<file path="src/sv/pts_pkg.sv">
// Shared types, constants and codes for the periodic task scheduler
package pts_pkg;

    localparam int TASK_SLOTS_DEF  = 16;
    localparam int QUEUE_DEPTH_DEF = 64;
    localparam int MAX_POP         = 64;

    localparam int IN_DATA_W  = 176;   // 3+32+64+64+7 = 170 -> 176
    localparam int OUT_DATA_W = 176;   // 1+32+64+64+5+7+1 = 174 -> 176

    typedef enum logic [2:0] {
        OP_ADD    = 3'd0,
        OP_REMOVE = 3'd1,
        OP_INFO   = 3'd2,
        OP_COUNT  = 3'd3,
        OP_UPDATE = 3'd4,
        OP_POP    = 3'd5,
        OP_RSV6   = 3'd6,
        OP_RSV7   = 3'd7
    } op_t;

    typedef enum logic [3:0] {
        ST_IDLE,
        ST_SCAN,
        ST_UPD_SCAN,
        ST_UPD_APPLY,
        ST_POP_RD,
        ST_POP_WAIT,
        ST_EMIT,
        ST_HOLD
    } state_t;

    // controller -> datapath
    typedef struct packed {
        logic load;        // capture input item
        logic scan_clr;    // restart slot scan
        logic scan_step;   // evaluate one slot
        logic do_add;
        logic do_remove;
        logic upd_clr;     // reset update counters
        logic upd_apply;   // push best; advance it, or free it if its period is zero
        logic upd_held;
        logic pop_rd;      // issue FIFO read
        logic pop_take;    // capture FIFO data, advance head
        logic res_load;    // build result register
        logic res_last;
    } pts_cmd_t;

    // datapath -> controller
    typedef struct packed {
        logic   scan_done;
        logic   best_found;
        logic   fifo_full;
        logic   pop_more;   // another id remains to pop
        op_t    op;
    } pts_sts_t;

endpackage

</file>
<file path="src/sv/pts_ctrl.sv">
// Sequencer for the periodic task scheduler operations
module pts_ctrl (
    input  logic                aclk,
    input  logic                aresetn,
    input  logic                in_valid,
    output logic                in_ready,
    output logic                res_valid,
    input  logic                res_ready,
    input  pts_pkg::pts_sts_t   sts,
    output pts_pkg::pts_cmd_t   cmd
);
    pts_pkg::state_t state_reg, state_next;
    logic            pend_reg, pend_next;   // result register holds an item

    always_ff @(posedge aclk) begin
        if (!aresetn) begin
            state_reg <= pts_pkg::ST_IDLE;
            pend_reg  <= 1'b0;
        end else begin
            state_reg <= state_next;
            pend_reg  <= pend_next;
        end
    end

    assign res_valid = pend_reg;

    always_comb begin
        logic take;
        take       = pend_reg && res_ready;
        state_next = state_reg;
        pend_next  = pend_reg && !res_ready;
        cmd        = '0;
        in_ready   = 1'b0;
        unique case (state_reg)
            pts_pkg::ST_IDLE: begin
                in_ready = 1'b1;
                if (in_valid) begin
                    cmd.load     = 1'b1;
                    cmd.scan_clr = 1'b1;
                    cmd.upd_clr  = 1'b1;
                    state_next   = pts_pkg::ST_SCAN;
                end
            end
            pts_pkg::ST_SCAN: begin
                if (sts.op == pts_pkg::OP_POP) begin
                    state_next = pts_pkg::ST_POP_RD;
                end else if (sts.op == pts_pkg::OP_UPDATE) begin
                    state_next = pts_pkg::ST_UPD_SCAN;
                end else if (!sts.scan_done) begin
                    cmd.scan_step = 1'b1;
                end else begin
                    state_next = pts_pkg::ST_EMIT;
                end
            end
            pts_pkg::ST_UPD_SCAN: begin
                if (!sts.scan_done) begin
                    cmd.scan_step = 1'b1;
                end else if (!sts.best_found) begin
                    state_next = pts_pkg::ST_EMIT;
                end else if (sts.fifo_full) begin
                    cmd.upd_held = 1'b1;
                    state_next   = pts_pkg::ST_EMIT;
                end else begin
                    state_next = pts_pkg::ST_UPD_APPLY;
                end
            end
            pts_pkg::ST_UPD_APPLY: begin
                cmd.upd_apply = 1'b1;
                cmd.scan_clr  = 1'b1;
                state_next    = pts_pkg::ST_UPD_SCAN;
            end
            pts_pkg::ST_POP_RD: begin
                if (sts.pop_more) begin
                    cmd.pop_rd = 1'b1;
                    state_next = pts_pkg::ST_POP_WAIT;
                end else begin
                    state_next = pts_pkg::ST_EMIT;
                end
            end
            pts_pkg::ST_POP_WAIT: begin
                // wait for the output register to be free
                if (!pend_reg || take) begin
                    cmd.pop_take = 1'b1;
                    cmd.res_load = 1'b1;
                    cmd.res_last = 1'b1;   // datapath clears when more remain
                    pend_next    = 1'b1;
                    state_next   = pts_pkg::ST_HOLD;
                end
            end
            pts_pkg::ST_HOLD: begin
                // last pop result decides end of item
                state_next = sts.pop_more ? pts_pkg::ST_POP_RD : pts_pkg::ST_IDLE;
            end
            pts_pkg::ST_EMIT: begin
                // table change and result build share one edge
                if (!pend_reg || take) begin
                    cmd.do_add    = (sts.op == pts_pkg::OP_ADD);
                    cmd.do_remove = (sts.op == pts_pkg::OP_REMOVE);
                    cmd.res_load  = 1'b1;
                    cmd.res_last  = 1'b1;
                    pend_next     = 1'b1;
                    state_next    = pts_pkg::ST_IDLE;
                end
            end
            default: state_next = pts_pkg::ST_IDLE;
        endcase
    end
endmodule

</file>
<file path="config.mk">
export PLATFORM = sky130hd
export DESIGN_NAME = pts_ctrl
export DESIGN_NICKNAME = d
export VERILOG_FILES = /design/src/sv/pts_pkg.sv /design/src/sv/pts_ctrl.sv
export SDC_FILE = /design/constraint.sdc
export NUM_CORES = 1
export LEC_CHECK = 0
export BUFFER_PORTS_ARGS = -buffer_cell sky130_fd_sc_hd__clkbuf_2
export CORE_AREA = 2 2 39 41
export DETAILED_ROUTE_END_ITERATION = 8
export DIE_AREA = 0 0 41 43
export HOLD_SLACK_MARGIN = 0.05
export PLACE_DENSITY_LB_ADDON = 0.15
export RECOVER_POWER = 25
export SYNTH_ARGS = -nofsm -noshare
export SYNTH_HDL_FRONTEND = slang
export SYNTH_SLANG_ARGS = --single-unit
export TNS_END_PERCENT = 100
</file>
<file path="constraint.sdc">
create_clock -name aclk -period 1.4 [get_ports aclk]
set_clock_uncertainty 0.1 [all_clocks]
set_input_delay 0.14 -clock aclk [delete_from_list [all_inputs] [get_ports aclk]]
set_output_delay 0.14 -clock aclk [all_outputs]
set_load 0.02 [all_outputs]
</file>
==> run metrics, run 1 <==
CP endpoint kind flop; r2r setup slk -190 ps; H-tree Lvls 1; I/O Pins 25; VDD IR max 1060 uV; core area 0.00138 sq mm; via count 660; initial antenna violation count 0; Die Area 0.00176 sq mm; failing checks negative setup slack; first-pass GRT wire length ~2400 um; Seq pwr share 0.121; most common cell after layout, fill and taps aside buf_4; minimum clock period 1590 ps; Worst EP arrival 1590 ps; CTS tree yes; static leakage between 0.4 and 0.5 nW; count of pins over their slew limit 0; input/output buffers 24; Synth Net Count 71; Total Routed Length between 1500 and 2000 um; end of the worst register-to-register path state_reg[2]; root buffer cell clkbuf_4; Synth Register Bits 4; # diodes 0; post-DR wirelength/cell 13.9 um; Setup-failing EPs final 13; Post-DP Area 714 sq um; chip height 43 um; max cap viols 0; Starting Density 0.341; Clock transition at path regs approximately 40 ps; total clock sinks 4; Vias/cell between 5 and 6; worst-path fanout max 5; Post-Synthesis Cells 60; final setup margin -189 ps; Rows 14; total power 2.28 mW; number of global-route vias before repair 588; TritonCTS Buffers 3; Yosys warning count 0; WHS 99.6 ps; Comb power frac 0.819; gpl congestion 0.848; Skew-Pair Late Insertion Delay 220 ps; largest net degree at the start of global routing 8; post-route ant nets 0; Setup TNS -1460 ps; CTS Hold Bufs 0; cell area after layout 0.00105 sq mm; worst reg-to-reg path cell count 5; Hold Path Cell Cnt 2; Final period util 1.13; worst-margin pin slew 286 ps; grt total ovfl 0; TritonRoute pass-1 iters 4; Max Clock Freq 629 MHz; Seq/Total Area, Yosys 0.170; Cell Pwr Density between 2000 and 2500 mW/mm^2; Distinct cells, synth 39; chip width 41 um; maximum clock path buffer count 2; status complete, but fails checks; Critical Path RT 1410 ps; Clock Power Share 0.060; Sw Ratio 0.428; fraction of layout cells with a size suffix above 1 0.716; internal power about 1.3 mW; Layout area overhead 122%; Fin. Hold Viols 0; most frequent cells in the layout 20 x buf_4, 12 x clkbuf_2, 12 x buf_6; Net Sw Power 0.977 mW; Crit Path Class reg2reg; DRC viols 0; GRT Resource Usage Total 0.181; HPWL Detailed roughly 1100 um; synthesized area per cell 7.86 sq um; r2r startpoint state_reg[1]; HP Class in2reg; Worst Hold End state_reg[2]; first-iteration detailed-routing DRC count 8; synthesized area about 470 sq um; Hold Startpoint aresetn; max reg flops 3; fill count 97; unrepaired setup endpoints after global routing true; Nets 122; Slew headroom 0.807; Startpoint Class flop
[Yosys cell counts (all sizes together)]
master	number	share of area
o211ai	1	0.016
o21ai	3	0.040
nor3b	2	0.042
o21a	1	0.016
a21o	1	0.016
nor4b	1	0.019
o31ai	2	0.032
or3b	2	0.037
a22oi	1	0.016
nand3b	1	0.016
a21bo	1	0.021
inv	2	0.016
and2	3	0.040
nand2	1	0.0079
a21boi	2	0.032
or2	2	0.027
a32oi	1	0.019
or4	1	0.016
nand2b	4	0.058
buf	5	0.088
and2b	2	0.034
dfxtp	4	0.17
o311ai	1	0.019
a21oi	4	0.050
nor2b	2	0.027
o311a	1	0.021
nor3	4	0.053
nor4	2	0.027
nor2	2	0.016
nand3	1	0.011
[worst max-delay path by stage]
stage	start	slack, ps	endpoint
final	state_reg[1]	-190	state_reg[2]
after global routing	state_reg[2]	-230	state_reg[0]
after CTS	state_reg[2]	-160	cmd[10]
after detailed placement	state_reg[1]	-140	state_reg[0]
after global placement	state_reg[1]	-100	state_reg[2]
after floorplan	state_reg[1]	-40	cmd[10]
[power by group through the flow]
stage | Clock (mW) | Combinational [mW] | Sequential, mW
6_report | 0.137 | 1.87 | 0.276
4_1_cts | 0.138 | 1.51 | 0.269
5_1_grt | 0.148 | 1.99 | 0.280
2_1_floorplan | 0 | 0.806 | 0.197
3_3_place_gp | 0 | 1.15 | 0.249
3_5_place_dp | 0 | 1.16 | 0.252
[per-stage QoR]
step                      std cells  setup slack, ps   util
after floorplan                  60            -44.2      -
after global placement          110            -98.6  0.516
after detailed placement        110             -137  0.516
after CTS                       119             -160  0.652
after global routing            125             -229  0.756
final                           125             -189  0.756
[cell families after synthesis]
| logic type | after synthesis | share of synthesized area |
|---|---|---|
| AND/OR/NAND/NOR | 30 | 0.430 |
| AO/OA/AOI/OAI | 19 | 0.297 |
| buffers and inverters | 7 | 0.103 |
| flip-flops | 4 | 0.170 |
[critical path, stage by stage (launching register included)]
cell and delay (ps):
dfxtp_4 350, buf_4 140, or4_4 520, o21ai_4 120
o31ai_1 120, o311a_1 120
[area by class of cell]
| class | count | area [sq um] | area share |
|---|---|---|---|
| multi-input cells | 49 | 477 | 0.456 |
| repair buffers | 51 | 428 | 0.409 |
| flip-flops and latches | 4 | 91.3 | 0.0873 |
| clock buffers | 3 | 22.5 | 0.0215 |
| well taps | 16 | 20.0 | 0.0191 |
| inverters | 2 | 7.51 | 0.00718 |
[layer usage]
metal,vias to the layer above,track usage,part of all wire
met2,14,0.322,0.56
met1,324,0.232,0.41
li1,322,-,-
met4,0,0.00667,0
met3,0,0.0209,0.025
met5,-,0,0
[timing repair]
item                       CTS  global route
setup endpoints to repair   15            15
setup buffers                6             6
pin swaps                    5            11
gates resized for setup     32            32
No activity file was read; power rests on OpenSTA's default activity.
==> inputs of run 2 (changes only) <==
Settings changed: ABC_AREA set to 1, SETUP_SLACK_MARGIN set to 0.05.
==> run 2 against run 1 <==
The flow still finishes with violations (negative setup slack); critical path depth unchanged; global-route usage is 1.9 points higher; clock-buffer cell count did not move; synthesized cell count grew 47%; routed wire length is 7.6% lower; total power grew 7.9%; sequential share of layout area up 0.43 points; worst setup slack improved by 120 ps; combinational power up 5%; cell area down 4.7%.
==> run metrics, run 2 <==
TritonRoute pass-1 iters 4 (unchanged); largest net degree at the start of global routing 7 (-1); Setup-failing EPs final 9 (-4); Post-Synthesis Cells 88 (+47%); Distinct cells, synth 18 (-54%); post-DR wirelength/cell 11.4 um (-18%); Synth Register Bits 4 (unchanged); Critical Path RT 1160 ps (-250 ps); chip height 43 um (unchanged); Die Area 0.00176 sq mm (unchanged); post-route ant nets 0 (unchanged); Vias/cell 4.99 (-5.4%); total power 2.46 mW (+7.9%); ys async rst share 0 (unchanged); unrepaired setup endpoints after global routing true; first-pass GRT wire length 2390 um (+1.5%); Total Routed Length 1600 um (-7.6%); CTS tree yes; Cell Pwr Density 2470 mW/mm^2 (+13%); Synth top area share 0.161 (-0.00896); synthesized area per cell 5.66 sq um (-28%); most used flip-flop cell after synthesis dfxtp_1; GRT Resource Usage Total 0.200 (+0.0189); Layout Utilization 0.721 (-0.0353); Startpoint Class flop; Max stage delay on crit path 380 ps (-140 ps); HPWL Detailed 1090 um (-0.22%); top-count cell post-synth nor2_1; fraction of layout cells with a size suffix above 1 0.592 (-0.124); cell accounting for the most synthesized area dfxtp_1; Setup TNS -338 ps (+1120 ps); minimum clock period 1470 ps (-119 ps); r2r setup slk 10 ps (+200 ps); fill count 112 (+15%); Hold Startpoint res_ready; top cells by count, synth 21 x nor2_1, 14 x inv_1, 13 x nand2_1, 13 x nand3_1, 4 x dfxtp_1; HP Class in2reg; slowest CP cell dfxtp_4; Nets 138 (+13%); Max Clock Freq 680 MHz (+8.1%); Crit Path Class reg2out; chip width 41 um (unchanged); # diodes 0 (unchanged); cells along the critical path inv_2 > nand3_4 > buf_6 > a21oi_4 > clkbuf_8; TritonCTS Buffers 3 (unchanged); critical path depth in cells 5 (unchanged); worst path bufs/invs 3 (+2); Worst EP arrival 1230 ps (-360 ps); Fin. Hold Viols 0 (unchanged); sequential cell area 91.3 sq um (unchanged); Yosys warning count 0 (unchanged); Crit path max-delay family flip-flops; Starting Density 0.360 (+0.0190); via count 704 (+6.7%); Slew headroom 0.839 (+0.0317); Rows 14 (unchanged); worst-path fanout max 6 (+1); r2r startpoint state_reg[0]; gpl congestion 0.789 (-6.9%); H-tree Lvls 1 (unchanged); max reg flops 3 (unchanged); VDD IR max 1410 uV (+33%); Hold Path Cell Cnt 4 (+2); I/O Pins 25 (unchanged); DRC viols 0 (unchanged); failing checks negative setup slack; static leakage 0.501 nW (+11%); total clock sinks 4 (unchanged); synthesized area 498 sq um (+5.6%); Synth Net Count 99 (+39%); grt total ovfl 0 (unchanged); core area 0.00138 sq mm (unchanged); area of the multi-input gates 457 sq um (-4.2%); most frequent cells in the layout 16 x nor2_1, 10 x inv_1, 10 x nand3_1, 10 x clkbuf_2; max cap viols 0 (unchanged); end of the worst register-to-register path state_reg[0]; worst reg-to-reg path cell count 9 (+4); Clock transition at path regs 50 ps (about the same); count of pins over their slew limit 0 (unchanged); input/output buffers 24 (unchanged); Final period util 1.05 (-0.0850); Seq/Total Area, Yosys 0.161 (-0.00896); final setup margin -70.0 ps (+119 ps); largest cells by area after synthesis dfxtp_1 16%, nor2_1 16%, nand3_1 13%, inv_1 11%, nand2_1 9.8%; CP endpoint kind primary output; number of global-route vias before repair 592 (+0.68%); Post-synth EDFFs 0 (unchanged); most common cell after layout, fill and taps aside nor2_1; root buffer cell clkbuf_4; Worst Hold End res_valid; Layout area overhead 100%; maximum clock path buffer count 2 (unchanged); first-iteration detailed-routing DRC count 3 (-5); initial antenna violation count 0 (unchanged); status complete, but fails checks; Skew-Pair Late Insertion Delay 240 ps (+20 ps); worst-margin pin slew 243 ps (-42.9 ps)
run 2: cells by family after synthesis:
kind of cell           after synthesis  share of synthesized area
and+or+nand+nor                     57                      0.553
buffers and inverters               19                      0.188
AOI/OAI and AO/OA                    8                     0.0980
DFF                                  4                      0.161
run 2: worst max-delay path by stage:
stage | start | to
global route | state_reg[0] | cmd[1]
floorplan | state_reg[0] | cmd[7]
detailed placement | state_reg[0] | state_reg[0]
finish | state_reg[0] | cmd[1]
global placement | state_reg[0] | state_reg[2]
CTS | state_reg[0] | cmd[8]
run 2: cell type report:
| type | instances | area share |
|---|---|---|
| tap | 16 | 0.0201 |
| inverter | 15 | 0.0640 |
| clock buffer | 3 | 0.0226 |
| multi-input combinational | 65 | 0.458 |
| sequential | 4 | 0.0916 |
| timing repair buffer | 38 | 0.344 |
run 2: tightest hold or removal path: stages:
cell      delay (ps)
clkbuf_2         120
nor2_4            70
o21ai_0          160
inv_1             40
run 2: power breakdown:
part | switching, mW | total, mW | internal, mW
registers | 0.141 | 0.338 | 0.197
clock network | 0.0578 | 0.154 | 0.0966
logic | 1.01 | 1.97 | 0.960
run 2: timing repair:
action / in CTS / in global routing
gates resized for setup: 51 / 23
hold endpoints to repair: 3 / 0
pin swaps: 6 / 4
hold buffers: 1 / 0
setup endpoints to repair: 16 / 16
gates cloned: 0 / 0
setup buffers: 4 / 1
run 2: per-stage QoR:
stage	instances	hold WS [ps]	setup slack (ps)	cell area, sq um
2_1_floorplan	88	161	-27.1	528
3_3_place_gp	132	294	-58.8	691
3_5_place_dp	132	293	-103	691
4_1_cts	140	215	-68.7	937
5_1_grt	141	248	-123	997
6_report	141	226	-70.0	997
run 2: per-layer routing:
layer | up-vias | GRT usage | share of wire
li1 | 359 | - | -
met5 | - | 0 | 0
met1 | 315 | 0.225 | 0.39
met2 | 26 | 0.353 | 0.54
met3 | 4 | 0.0366 | 0.057
met4 | 0 | 0.0600 | 0.012
